[src/hw/rtl/imusfp_pkg.sv]
// ----------------------------------------------------------------------------
// imusfp_pkg: shared types and constants of the imu serial frame parser
// frame bytes, parser phases, event codes and the result record
// ----------------------------------------------------------------------------
package imusfp_pkg;

  // frame layout
  localparam int unsigned PAYLOAD_BYTES_DEF = 8;
  localparam int unsigned WORD_LO_IDX       = 4;   // low byte of the 16-bit word
  localparam int unsigned WORD_HI_IDX       = 5;   // high byte of the 16-bit word

  localparam logic [7:0] HDR_BYTE = 8'h55;
  localparam logic [7:0] KIND_ACC = 8'h51;
  localparam logic [7:0] KIND_GYR = 8'h52;
  localparam logic [7:0] KIND_ANG = 8'h53;

  typedef enum logic [3:0] {
    PH_HEADER = 4'b0001,
    PH_TYPE   = 4'b0010,
    PH_DATA   = 4'b0100,
    PH_SUM    = 4'b1000
  } phase_t;

  typedef enum logic [2:0] {
    EV_NONE   = 3'd0,
    EV_RATE   = 3'd1,
    EV_YAW    = 3'd2,
    EV_ACC    = 3'd3,
    EV_BADSUM = 3'd4
  } event_t;

  typedef struct packed {
    logic signed [15:0] rate_z;
    logic signed [15:0] yaw_angle;
    logic               rate_valid;
    event_t             frame_event;
  } result_t;

endpackage

[src/hw/rtl/imu_serial_frame_parser.sv]
// ----------------------------------------------------------------------------
// imu_serial_frame_parser: byte-wise parser for 11-byte sensor frames
// header, type, data bytes and an 8-bit sum checksum; keeps z rate and yaw
// ----------------------------------------------------------------------------
//
//  channel  direction  handshake           payload
//  in_      input      in_valid/in_stall   in_rx_byte[7:0]
//  out_     output     out_valid/out_stall out_rate_z, out_yaw_angle,
//                                          out_rate_valid, out_frame_event
//
//  one byte in every cycle while in_stall is low; each byte yields one registered result
//  the parse state updates in the accept cycle, so only in_stall holds back the byte rate
//  a two-deep output (result register plus skid register) keeps input open
//  while one result waits; in_stall rises only when both are full
//  synchronous active-low reset: header search, sums and kept values zero
//
module imu_serial_frame_parser #(
  parameter int unsigned PAYLOAD_BYTES = imusfp_pkg::PAYLOAD_BYTES_DEF
) (
  input  logic                     clk,
  input  logic                     rst_n,
  // byte request
  input  logic                     in_valid,
  output logic                     in_stall,
  input  logic [7:0]               in_rx_byte,
  // result request
  output logic                     out_valid,
  input  logic                     out_stall,
  output logic signed [15:0]       out_rate_z,
  output logic signed [15:0]       out_yaw_angle,
  output logic                     out_rate_valid,
  output logic [2:0]               out_frame_event
);
  import imusfp_pkg::*;

  // data byte counter, just wide enough to index the payload
  localparam int unsigned CNT_W = (PAYLOAD_BYTES > 1) ? $clog2(PAYLOAD_BYTES) : 1;
  localparam logic [CNT_W-1:0] CNT_LAST = CNT_W'(PAYLOAD_BYTES - 1);
  localparam logic [CNT_W-1:0] CNT_LO   = CNT_W'(WORD_LO_IDX);
  localparam logic [CNT_W-1:0] CNT_HI   = CNT_W'(WORD_HI_IDX);

  // parse state
  phase_t             phase_r, phase_nxt;
  logic [CNT_W-1:0]   count_r, count_nxt;
  logic [7:0]         kind_r, kind_nxt;
  logic [7:0]         sum_r, sum_nxt;
  // only the two word bytes of the payload are ever read back
  logic [7:0]         lo_r, lo_nxt;
  logic [7:0]         hi_r, hi_nxt;
  logic signed [15:0] rate_r, rate_nxt;
  logic signed [15:0] yaw_r, yaw_nxt;
  logic               seen_r, seen_nxt;
  event_t             ev;

  // output side
  result_t            res;
  result_t            out_r, skid_r;
  logic               out_valid_r, skid_valid_r;
  logic               in_acc, out_take;

  assign in_stall = skid_valid_r;
  assign in_acc   = in_valid && !skid_valid_r;
  assign out_take = out_valid_r && !out_stall;

  // next parse state for the byte on the input
  always_comb begin
    phase_nxt = phase_r;
    count_nxt = count_r;
    kind_nxt  = kind_r;
    sum_nxt   = sum_r + in_rx_byte;
    lo_nxt    = lo_r;
    hi_nxt    = hi_r;
    rate_nxt  = rate_r;
    yaw_nxt   = yaw_r;
    seen_nxt  = seen_r;
    ev        = EV_NONE;
    case (phase_r)
      PH_HEADER: begin
        sum_nxt = in_rx_byte;
        if (in_rx_byte == HDR_BYTE) begin
          phase_nxt = PH_TYPE;
        end else begin
          sum_nxt = sum_r;
        end
      end
      PH_TYPE: begin
        kind_nxt = in_rx_byte;
        if (in_rx_byte == KIND_ACC || in_rx_byte == KIND_GYR || in_rx_byte == KIND_ANG) begin
          count_nxt = '0;
          phase_nxt = PH_DATA;
        end else begin
          // unknown type: back to header search, this byte is consumed
          phase_nxt = PH_HEADER;
        end
      end
      PH_DATA: begin
        if (count_r == CNT_LO) lo_nxt = in_rx_byte;
        if (count_r == CNT_HI) hi_nxt = in_rx_byte;
        if (count_r == CNT_LAST) begin
          phase_nxt = PH_SUM;
        end else begin
          count_nxt = count_r + 1'b1;
        end
      end
      PH_SUM: begin
        sum_nxt   = sum_r;
        phase_nxt = PH_HEADER;
        if (sum_r == in_rx_byte) begin
          if (kind_r == KIND_GYR) begin
            rate_nxt = {hi_r, lo_r};
            seen_nxt = 1'b1;
            ev       = EV_RATE;
          end else if (kind_r == KIND_ANG) begin
            yaw_nxt = {hi_r, lo_r};
            ev      = EV_YAW;
          end else begin
            ev = EV_ACC;
          end
        end else begin
          ev = EV_BADSUM;
        end
      end
      default: begin
        phase_nxt = PH_HEADER;
        sum_nxt   = sum_r;
      end
    endcase
  end

  // result carries the kept values after this byte
  always_comb begin
    res.rate_z      = rate_nxt;
    res.yaw_angle   = yaw_nxt;
    res.rate_valid  = seen_nxt;
    res.frame_event = ev;
  end

  // parse state registers
  always_ff @(posedge clk) begin
    if (!rst_n) begin
      phase_r <= PH_HEADER;
      count_r <= '0;
      kind_r  <= '0;
      sum_r   <= '0;
      rate_r  <= '0;
      yaw_r   <= '0;
      seen_r  <= 1'b0;
    end else if (in_acc) begin
      phase_r <= phase_nxt;
      count_r <= count_nxt;
      kind_r  <= kind_nxt;
      sum_r   <= sum_nxt;
      rate_r  <= rate_nxt;
      yaw_r   <= yaw_nxt;
      seen_r  <= seen_nxt;
    end
  end

  // word bytes are payload, written before every read
  always_ff @(posedge clk) begin
    if (in_acc) begin
      lo_r <= lo_nxt;
      hi_r <= hi_nxt;
    end
  end

  // result register and skid register
  always_ff @(posedge clk) begin
    if (!rst_n) begin
      out_valid_r  <= 1'b0;
      skid_valid_r <= 1'b0;
    end else if (!out_valid_r || out_take) begin
      if (skid_valid_r) begin
        out_valid_r  <= 1'b1;
        skid_valid_r <= 1'b0;
      end else begin
        out_valid_r <= in_acc;
      end
    end else if (in_acc) begin
      skid_valid_r <= 1'b1;
    end
  end

  always_ff @(posedge clk) begin
    if (!out_valid_r || out_take) begin
      if (skid_valid_r) begin
        out_r <= skid_r;
      end else if (in_acc) begin
        out_r <= res;
      end
    end else if (in_acc) begin
      skid_r <= res;
    end
  end

  assign out_valid       = out_valid_r;
  assign out_rate_z      = out_r.rate_z;
  assign out_yaw_angle   = out_r.yaw_angle;
  assign out_rate_valid  = out_r.rate_valid;
  assign out_frame_event = out_r.frame_event;

  // checks
  a_skid_behind_out: assert property (@(posedge clk) disable iff (!rst_n)
    skid_valid_r |-> out_valid_r)
    else $error("skid register holds a result while the result register is empty");

  a_skid_fills: assert property (@(posedge clk) disable iff (!rst_n)
    (in_acc && out_valid_r && out_stall) |=> skid_valid_r)
    else $error("byte accepted under stall was not parked in the skid register");

  a_count_range: assert property (@(posedge clk) disable iff (!rst_n)
    (phase_r == PH_DATA) |-> (count_r <= CNT_LAST))
    else $error("data byte counter ran past the payload length");

  a_rate_flag: assert property (@(posedge clk) disable iff (!rst_n)
    (out_valid_r && out_r.frame_event == EV_RATE) |-> out_r.rate_valid)
    else $error("rate update reported without the rate-valid flag");

endmodule
[config.mk]
export PLATFORM = sky130hd
export DESIGN_NAME = imu_serial_frame_parser
export DESIGN_NICKNAME = d
export VERILOG_FILES = /design/src/hw/rtl/imusfp_pkg.sv /design/src/hw/rtl/imu_serial_frame_parser.sv
export SDC_FILE = /design/constraint.sdc
export NUM_CORES = 1
export LEC_CHECK = 0
export BUFFER_PORTS_ARGS = -buffer_cell sky130_fd_sc_hd__buf_2
export CAP_MARGIN = 10
export CORE_UTILIZATION = 45
export DETAILED_ROUTE_END_ITERATION = 7
export PLACE_DENSITY = 0.68
export SLEW_MARGIN = 40
export SYNTH_ARGS = -nofsm -noshare
export SYNTH_HDL_FRONTEND = slang
export SYNTH_SLANG_ARGS = --single-unit
[constraint.sdc]
create_clock -name clk -period 5.1 [get_ports clk]
set_clock_uncertainty 0.1 [all_clocks]
set_input_delay 1.02 -clock clk [delete_from_list [all_inputs] [get_ports clk]]
set_output_delay 1.02 -clock clk [all_outputs]
set_load 0.005 [all_outputs]
==> results of run 1 <==
[power groups by stage]
stage	clock [mW]	combinational, mW	sequential, mW
finish	1.06	0.0974	1.28
global route	1.14	0.106	1.28
CTS	1.08	0.0977	1.28
detailed placement	0	0.0972	1.31
global placement	0	0.0911	1.31
floorplan	0	0.0490	1.31
[stage by stage]
step / hold WS, ns / power, mW / utilization (%) / cells / setup WS [ns]
2_1_floorplan: 0.331 / 1.36 / - / 499 / 1.59
3_3_place_gp: 0.341 / 1.40 / 49.7 / 705 / 1.50
3_5_place_dp: 0.348 / 1.40 / 50.0 / 707 / 1.46
4_1_cts: 0.357 / 2.46 / 53.8 / 739 / 1.91
5_1_grt: 0.370 / 2.53 / 53.8 / 739 / 1.74
6_report: 0.352 / 2.44 / 53.8 / 739 / 1.89
[worst register-to-register path: cells and delay by family (launching register included)]
family | cells | cell delay, ns
muxes | 2 | 0.68
adders and majority gates | 1 | 0.33
buffers and inverters | 1 | 0.27
DFF | 1 | 0.34
and+or+nand+nor | 3 | 0.79
[layout by cell type (no fill, tap or decap), drive strengths merged, types with 3 or more instances in the layout]
master / synthesis / layout
mux2i: 9 / 9
nor3: 6 / 6
xor2: 3 / 3
nor2: 22 / 22
buf: 10 / 58
dfxtp: 58 / 58
mux2: 67 / 67
o21ai: 41 / 41
and3: 4 / 4
and2: 3 / 3
inv: 8 / 8
ha: 11 / 11
nand2: 47 / 47
nand3: 38 / 38
nor4: 4 / 4
o211ai: 3 / 3
edfxtp: 88 / 88
clkbuf: 16 / 20
a21oi: 17 / 17
nor2b: 5 / 5
clkinv: 0 / 10
[flip-flops by register name, indices dropped and copies added (netlist names), 3 cells and up]
signal and flops:
skid_r 36, lo_r 8, phase_r 4, count_r 3
hi_r 8, yaw_r 16, rate_r 16, out_yaw_angle 16
out_frame_event 3, sum_r 8, kind_r 8, out_rate_z 16
[layout make-up]
type / instances / area (sq um) / share of cell area, %
Timing Repair Buffer: 58 / 328 / 4.57
Tap cell: 176 / 220 / 3.07
Clock inverter: 12 / 68.8 / 0.959
Clock buffer: 20 / 437 / 6.09
Multi-Input combinational cell: 319 / 2290 / 31.9
Inverter: 8 / 30.0 / 0.418
Sequential cell: 146 / 3800 / 53.0
[worst paths after layout]
check	slack, ns	endpoint	startpoint
max	1.89	out_yaw_angle[6]	in_rx_byte[3]
min	0.35	yaw_r[7]	yaw_r[7]
max reg2reg	2.35	out_yaw_angle[6]	sum_r[1]
min reg2reg	0.35	yaw_r[7]	yaw_r[7]
[cells by family after synthesis]
logic type	share of synthesized area, %
flops	61.3
simple gates	12.2
buf+inv	2.38
xor+xnor	0.564
fa+ha+maj	2.54
mux	13.8
compound gates	7.33
[layer usage]
metal  part of all wire, %  GRT usage [%]  vias to the layer above
met5                     0              0                        -
met4                   2.2           8.36                        0
met3                   5.6           4.89                       24
met2                    47           27.1                      113
met1                    46           22.4                     1862
li1                      -              -                     1950
==> key figures, run 1 <==
STA
  – Final min period: 3.21 ns
  – Post-route clock period utilization: 63.0%
  – RSZ-0062 raised after global routing: false
  – Max Fclk: a little over 300 MHz
  – # setup viols final: 0
  – Fin. Hold Viols: 0
  – Final TNS setup: 0 ns
  – Relative slew slack: 48.1%
  – Slew Limit Fails: 0
  – Slew @ Worst Pin: 0.777 ns

Detailed routing
  – Drc violations: 0
  – Final ANT Viol Nets: 0
  – Post-DR wirelength/cell: 15.9 microns
  – Drt total wl: 11800 microns
  – Via count: 3949
  – Via/cell ratio: 5.34
  – Router iterations before antenna repair: 5
  – Iteration-0 DRC Markers: 232

Synthesis
  – Syn Area/Cell: 12.4 sq um
  – Top cell type's share of synthesized area: 42.6%
  – Asr flop ratio synth: 0%
  – Yosys cell types: 56
  – Prevailing post-synth register cell: edfxtp_1
  – Register area share after synthesis: about 61%
  – Synth top cells by count: edfxtp_1, mux2_2, dfxtp_1
  – Synth area leader: edfxtp_1
  – Top-count cell post-synth: edfxtp_1
  – Mapped Area: 6210 sq um
  – Synth area leaders: edfxtp_1, dfxtp_1, mux2_2, o21ai_0, nand3_1
  – Mapped Cells: 499
  – Synth warn: 0
  – Yosys reg bits: 146
  – Post-synth EDFFs: 88
  – Post-Syn Nets: 523

Critical path
  – Slowest stage delay, CP: 0.39 ns
  – Slowest cell on crit path: mux2_2
  – Critical path class: in -> reg
  – Startpoint Class: input port
  – Cell Chain, Critical Path: buf_2 -> ha_1 -> nor3_1 -> nand4_1 -> nor2_2 -> buf_4 -> mux2_2 -> mux2_2
  – R2R depth: 7
  – WP depth: 8
  – CP max FO: 16
  – Worst path required time: a little over 5 ns
  – CP endpoint kind: flop
  – Crit path top cell by count: mux2_2
  – CP Data Arrival Time: around 3.3 ns
  – Top cell family by delay on the critical path: simple AND/OR/NAND/NOR gates
  – CP bufs+invs: 2

Floorplanning
  – Die area: 14300 sq um
  – Die Wd: ~120 microns
  – Core Rows: 42
  – Initial Util: 46.5%
  – Core area: 13300 sq um
  – Ports: 50
  – Die Y-Extent: roughly 120 microns

Cells and area
  – Share of layout cells above drive strength 1: 29.3%
  – Antenna diodes: 0
  – Synthesis-to-layout area growth: 15.6%
  – Nets: ~570
  – Fin area: about 7200 sq um
  – FILL cells: 1142

Global routing
  – Largest net degree at the start of global routing: 73
  – Vias in the first global route: 3790
  – Total grt overflow: 0
  – Gr usage total: roughly 17%
  – First-pass GRT wire length: 19000 microns
  – Initial antenna violation count: 0

Pwr
  – Power density cells: 340 nW/um^2
  – Max IR drop VDD: 0.167 mV
  – Clk pwr share: 43.4%
  – Gate power share: roughly 4%
  – Internal power: 1.92 mW
  – Psw: 0.516 mW
  – Switching portion of total power: 21.2%
  – Sequential power share: 52.6%
  – LEAKAGE: 2.64 nW

Clock tree
  – Clk Tree Root Cell: clkbuf_16
  – CTS Buf Count: 17
  – CTS tree: done
  – H-tree levels: 4
  – Post-CTS Resized: 0
  – CTS Sinks: about 150
  – Clk buf depth: 2
  – Post-CTS setup buffer count: 0
  – Clock Latency Late Sink: 0.42 ns
  – Worst-path clk slew: approximately 0.06 ns
  – Hold-fix buffers, CTS: 0

Outcome
  – Status: completed

Placement
  – Cell Area, Placed: 6670 sq um
  – # port buffers: 49
  – GP Congestion: 0.891
  – DP Wirelength: 7760 microns

Hold path
  – Min-Delay Path Class: reg -> reg
  – Hold Path Cell Cnt: 2

Run
  – Max Cap Violations: 0
(Power assumes the default switching activity.)
==> run 2, diff against run 1 <==
--- a/config.mk
+++ b/config.mk
@@ -5,11 +5,12 @@
 export SDC_FILE = /design/constraint.sdc
 export NUM_CORES = 1
 export LEC_CHECK = 0
+export ABC_AREA = 1
 export BUFFER_PORTS_ARGS = -buffer_cell sky130_fd_sc_hd__buf_2
 export CAP_MARGIN = 10
 export CORE_UTILIZATION = 45
 export DETAILED_ROUTE_END_ITERATION = 7
-export PLACE_DENSITY = 0.68
+export PLACE_DENSITY = 0.7
 export SLEW_MARGIN = 40
 export SYNTH_ARGS = -nofsm -noshare
 export SYNTH_HDL_FRONTEND = slang
==> constraint.sdc (replaced) <==
create_clock -name clk -period 2.9 [get_ports clk]
set_clock_uncertainty 0.1 [all_clocks]
set_input_delay 0.58 -clock clk [delete_from_list [all_inputs] [get_ports clk]]
set_output_delay 0.58 -clock clk [all_outputs]
set_load 0.005 [all_outputs]
==> run 2 against run 1 <==
  * Sequential share of layout area fell by 4.0 points
  * Sequential power rose by 84%
  * Highest routed layer unchanged
  * Utilization down 0.35 points
  * Synthesized cell count is 54% higher
  * Clock-buffer cell count up 2
  * Critical endpoint is now rate_r[15]
  * Clock power grew 110%
  * Wire length up 16%
  * Cell count up 37%
  * Final area grew 8.2%
  * Critical path depth rose by 2
  * Sequential cell count unchanged
==> key figures, run 2 <==
Detailed routing
  – Final ANT Viol Nets: 0
  – Drt total wl: between 10000 and 15000 microns
  – Iteration-0 DRC Markers: 335
  – Via count: 4930
  – Drc violations: 0
  – Router iterations before antenna repair: 5
  – Post-DR wirelength/cell: 13.4 microns
  – Via/cell ratio: between 4 and 5

Synthesis
  – Area fraction in compound gates after synthesis: approximately 6.4%
  – Post-synthesis mux area share: 0%
  – Synth top cells by count: nand2_1, inv_1, edfxtp_1
  – Top-count cell post-synth: nand2_1
  – Xor and xnor area share after synthesis: less than 1%
  – Syn Area/Cell: 8.72 sq um
  – Yosys reg bits: between 100 and 150
  – Top cell type's share of synthesized area: 39.4%
  – Mapped Area: ~6700 sq um
  – Prevailing post-synth register cell: edfxtp_1
  – Adder and majority cell fraction of the synthesized area: around 2.4%
  – Simple-gate share of the synthesized area: 26.0%
  – Post-synth EDFFs: 88
  – Synth area leader: edfxtp_1
  – Yosys cell types: 32
  – Post-Syn Nets: 793
  – Synth area leaders: edfxtp_1, dfxtp_1, nand2_1, inv_1, nand3_1
  – Mapped Cells: 769
  – Register area share after synthesis: 56.7%
  – Synth warn: 0
  – Main combinational cell family by area after synthesis: simple AND/OR/NAND/NOR gates
  – Asr flop ratio synth: 0%

Global routing
  – Vias in the first global route: 4502
  – Gr usage total: 19.5%
  – Initial antenna violation count: 0
  – Largest net degree at the start of global routing: 52
  – Total grt overflow: 0
  – First-pass GRT wire length: 22400 microns

Pwr
  – Power density cells: around 670 nW/um^2
  – Internal power: ~4.0 mW
  – Sequential power share: between 40% and 50%
  – Psw: around 1.3 mW
  – Clk pwr share: around 43%
  – Switching portion of total power: 24.0%
  – Design Power: 5.22 mW
  – Max IR drop VDD: 0.447 mV
  – LEAKAGE: 3.51 nW
  – Gate power share: 11.4%

Cells and area
  – FILL cells: 1354
  – Synthesis-to-layout area growth: 15.7%
  – Commonest cells after routing, fill and taps aside: nand2_1, inv_1, edfxtp_1, nand3_1
  – Share of layout cells above drive strength 1: between 10 and 15%
  – Area of the multi-input gates: roughly 2400 sq um
  – Max reg flops: 36
  – Leading cell type in the layout, fill and taps excluded: nand2_1
  – Nets: 842
  – Antenna diodes: 0
  – Fin area: 7760 sq um
  – FF/Latch Area: ~3800 sq um
  – Most flops, register: skid_r
  – Fin util: 53.4%

Critical path
  – Worst path required time: 3.16 ns
  – Top cell family by delay on the critical path: simple AND/OR/NAND/NOR gates
  – Reg2reg end: rate_r[15]
  – CP max FO: 19
  – Critical path class: reg -> reg
  – Slack of the worst reg-to-reg path: 0.61 ns
  – Startpoint Class: flop
  – CP bufs+invs: 0
  – CP endpoint kind: flop
  – Worst reg2reg startpoint: sum_r[3]
  – Cell Chain, Critical Path: ha_1 -> nor2_1 -> nand2_1 -> nor2_4 -> nand2_4 -> nor2_8 -> nand2_4 -> nor2_8 -> nor2_1 -> nor2_2
  – Slowest stage delay, CP: 0.34 ns
  – R2R depth: 10
  – Slowest cell on crit path: ha_1
  – WP depth: 10
  – CP Data Arrival Time: 2.55 ns

Clock tree
  – CTS tree: done
  – Post-CTS setup buffer count: 0
  – Hold-fix buffers, CTS: 0
  – Post-CTS Resized: 0
  – H-tree levels: 4
  – CTS Sinks: approximately 150
  – Clock Latency Late Sink: 0.42 ns
  – Worst-path clk slew: ~0.060 ns
  – CTS Buf Count: 17
  – Clk Tree Root Cell: clkbuf_16
  – Clk buf depth: 2

Hold path
  – Hold path endpoint: lo_r[3]
  – Hold Crit Start: in_rx_byte[3]
  – Min-Delay Path Class: in -> reg
  – Hold Path Cell Cnt: 1

Floorplanning
  – Core area: 14500 sq um
  – Initial Util: a little under half
  – Die Y-Extent: 124 microns
  – Die area: 15400 sq um
  – Die Wd: 124 microns
  – Core Rows: 44
  – Ports: 50

Placement
  – # port buffers: 49
  – DP Wirelength: 9290 microns
  – Cell Area, Placed: around 7200 sq um
  – GP Congestion: ~0.9
  – Place WS: roughly 0.16 ns

STA
  – Post-route clock period utilization: 78.9%
  – Final min period: 2.29 ns
  – Max Fclk: 437 MHz
  – # setup viols final: 0
  – Min setup slack post-route: 0.611 ns
  – Final TNS setup: 0 ns
  – Slew @ Worst Pin: 0.650 ns
  – Relative slew slack: a little under three fifths
  – RSZ-0062 raised after global routing: false
  – Fin. Hold Viols: 0
  – Slew Limit Fails: 0

Outcome
  – Status: completed

Run
  – Max Cap Violations: 0
run 2: cell count changes in the layout (fill, tap and decap cells not counted), sizes merged, moves of 6 or more:
cell / delta
a21oi: +24
mux2i: -9
mux2: -67
nand3: +41
inv: +100
nand2: +160
clkinv: -6
nor2: +52
and2: +14
run 2: power groups by stage:
stage	sequential, mW	clock (mW)	combinational (mW)
floorplan	2.40	0	0.435
global placement	2.40	0	0.589
detailed placement	2.41	0	0.595
CTS	2.36	2.30	0.599
global route	2.38	2.40	0.687
finish	2.36	2.27	0.595
run 2: worst register-to-register path, delay by kind of cell (launching register included):
family        cells  cell delay [ns]
simple gates      9             1.48
flops             1             0.31
fa+ha+maj         1             0.34
run 2: worst max-delay path by stage:
stage,startpoint,to,slack (ns)
3_5_place_dp,in_rx_byte[3],rate_r[14],0.16
6_report,sum_r[3],rate_r[15],0.61
5_1_grt,sum_r[3],rate_r[15],0.39
2_1_floorplan,in_valid,skid_r[0],0.53
4_1_cts,sum_r[3],rate_r[14],0.60
3_3_place_gp,in_rx_byte[3],seen_r,0.25
run 2: stage by stage:
stage          cells  hold WS, ns
6_report        1015        0.311
3_5_place_dp     983        0.358
4_1_cts         1015        0.293
5_1_grt         1015        0.309
3_3_place_gp     983        0.350
2_1_floorplan    769        0.339
run 2: cell families (layout without fill, tap and decap cells):
group	count (synthesis)	after routing
compound gates	85	85
xor+xnor	2	2
fa+ha+maj	12	12
buf+inv	137	199
flops	146	146
simple gates	387	387
run 2: cell type report:
type                       instances  share of cell area, %
inverter                         107                   5.17
multi-input combinational        486                   30.6
tap                              184                   2.97
clock inverter                    10                   2.03
clock buffer                      22                   5.85
timing repair buffer              60                   4.38
sequential                       146                   49.0
run 2: per-layer routing:
metal / GRT usage (%) / vias to the layer above / routed length (microns)
li1: - / 2572 / -
met1: 25.4 / 2243 / 6280
met2: 31.4 / 104 / 6630
met3: 4.81 / 11 / 584
met4: 7.14 / 0 / 130
met5: 0 / - / 0
==> run 3, diff against run 2 <==
--- a/config.mk
+++ b/config.mk
@@ -10,7 +10,7 @@
 export CAP_MARGIN = 10
 export CORE_UTILIZATION = 45
 export DETAILED_ROUTE_END_ITERATION = 7
-export PLACE_DENSITY = 0.7
+export PLACE_DENSITY = 0.68
 export SLEW_MARGIN = 40
 export SYNTH_ARGS = -nofsm -noshare
 export SYNTH_HDL_FRONTEND = slang
==> constraint.sdc (replaced) <==
create_clock -name clk -period 2.3 [get_ports clk]
set_clock_uncertainty 0.1 [all_clocks]
set_input_delay 0.46 -clock clk [delete_from_list [all_inputs] [get_ports clk]]
set_output_delay 0.46 -clock clk [all_outputs]
set_load 0.005 [all_outputs]
==> run 3 against run 2 <==
  * Sequential share of layout area decreased by 0.96 points
  * Non-clock buffer count increased by 18
  * Clock power grew 19%
  * Die area unchanged
  * Global-route usage fell by 0.45 points
  * Clock-buffer cell count is 2 higher
  * Critical endpoint is now out_yaw_angle[15]
  * Largest power group unchanged
==> key figures, run 3 (same netlist as run 2, synthesis figures left out) <==
Outcome
  – Status: completed

Cells and area
  – Antenna diodes: 0
  – Leading cell type in the layout, fill and taps excluded: nand2_1
  – FF/Latch Area: 3800 sq um
  – Share of layout cells above drive strength 1: between 10% and 20%
  – Fin util: 54.5%
  – Most flops, register: skid_r
  – Commonest cells after routing, fill and taps aside: nand2_1, inv_1, edfxtp_1, nand3_1
  – Area of the multi-input gates: between 2000 and 2500 sq um
  – Nets: between 800 and 900
  – Max reg flops: 36
  – Synthesis-to-layout area growth: 18.1%
  – FILL cells: 1333

Detailed routing
  – Via count: about 5000
  – Router iterations before antenna repair: 5
  – Final ANT Viol Nets: 0
  – Post-DR wirelength/cell: 13.0 microns
  – Drt total wl: 13400 microns
  – Via/cell ratio: roughly 4.8
  – Drc violations: 0
  – Iteration-0 DRC Markers: 305

Clock tree
  – CTS Sinks: 146
  – CTS tree: done
  – Clk Tree Root Cell: clkbuf_16
  – CTS Buf Count: 17
  – H-tree levels: 4
  – Clock Latency Late Sink: 0.42 ns
  – Clk buf depth: 2
  – Hold-fix buffers, CTS: 0
  – Worst-path clk slew: 0.06 ns

Placement
  – # port buffers: a little under 50
  – GP Congestion: 0.888
  – DP Wirelength: 9130 microns

STA
  – Final TNS setup: 0 ns
  – Slew Limit Fails: 0
  – Max Fclk: 473 MHz
  – Post-route clock period utilization: between 90% and 100%
  – RSZ-0062 raised after global routing: true
  – # setup viols final: 0
  – Final min period: between 2 and 2.5 ns
  – Fin. Hold Viols: 0
  – Relative slew slack: 55.8%
  – Slew @ Worst Pin: 0.663 ns

Critical path
  – CP Data Arrival Time: approximately 2.2 ns
  – CP max FO: 17
  – Critical path class: reg -> reg
  – Top cell family by delay on the critical path: simple AND/OR/NAND/NOR gates
  – CP endpoint kind: flop
  – Worst path required time: 2.35 ns
  – CP bufs+invs: 1
  – Cell Chain, Critical Path: ha_1 -> inv_1 -> nand3_1 -> nor2_4 -> nand2_4 -> nor2_8 -> nand3_1 -> nand2_1 -> o21ai_0
  – Startpoint Class: flop
  – Crit path top cell by count: nand3_1
  – Slowest stage delay, CP: ~0.32 ns
  – Slowest cell on crit path: dfxtp_1

Pwr
  – Power density cells: approximately 800 nW/um^2
  – Max IR drop VDD: 0.492 mV
  – LEAKAGE: around 3.6 nW
  – Design Power: about 6.5 mW

Floorplanning
  – Die Wd: 124 microns
  – Core Rows: 44
  – Die area: 15400 sq um
  – Die Y-Extent: 124 microns
  – Ports: 50
  – Core area: approximately 15000 sq um
  – Initial Util: approximately 46%

Global routing
  – Total grt overflow: 0
  – Gr usage total: 19.1%
  – Vias in the first global route: between 4000 and 5000
  – Initial antenna violation count: 0
  – First-pass GRT wire length: about 22000 microns
  – Largest net degree at the start of global routing: 49

Run
  – Max Cap Violations: 0

Hold path
  – Min-Delay Path Class: in -> reg
==> run 3: cell types whose count changed in the layout (fill, tap and decap cells not counted), sizes merged <==
cell      previous run  this run
clkinv               4         5
buf                 60        78
clkbuf              22        24
bufinv               4         1
clkinvlp             1         2
nor2                74        75
inv                108       107
==> run 3: path summary, 6_finish.rpt <==
| check | from | end | slack [ns] | cells after the start |
|---|---|---|---|---|
| max | sum_r[6] | out_yaw_angle[15] | 0.19 | 9 |
| min reg2reg | kind_r[3] | kind_r[3] | 0.37 | 2 |
| min | in_rx_byte[7] | hi_r[7] | 0.23 | 1 |
| max reg2reg | sum_r[6] | out_yaw_angle[15] | 0.19 | 9 |
==> run 3: final cells by class <==
class | count | area share, %
sequential | 146 | 48.1
multi-input combinational | 487 | 30.2
timing repair buffer | 78 | 6.32
clock inverter | 8 | 0.932
tap | 184 | 2.91
clock buffer | 24 | 6.48
inverter | 107 | 5.07
==> run 3: stage by stage <==
stage	cells	setup WS, ns	cell area, sq um	hold slack, ns
floorplan	769	0.0505	6710	0.339
global placement	999	-0.0731	7280	0.351
detailed placement	999	-0.111	7280	0.355
CTS	1031	0.168	7870	0.204
global route	1034	0.00274	7920	0.220
finish	1034	0.186	7920	0.228
==> run 3: metal layers <==
| metal | share of wire, % | track usage, % |
|---|---|---|
| met5 | 0 | 0 |
| met3 | 3.8 | 4.26 |
| met2 | 46 | 30.1 |
| met1 | 48 | 24.8 |
| met4 | 2.2 | 8.78 |
==> run 3: power breakdown <==
| group | internal (mW) | switching [mW] | total (mW) |
|---|---|---|---|
| Combinational | 0.290 | 0.510 | 0.800 |
| Sequential | 2.91 | 0.0648 | 2.98 |
| Clock | 1.66 | 1.03 | 2.69 |
| Total | 4.86 | 1.60 | 6.47 |
==> run 3: repair_timing <==
action	CTS	global route
endpoints found under the setup margin	0	21
gates resized for setup	0	1
buffers inserted	0	2
endpoints found under the hold margin	0	0
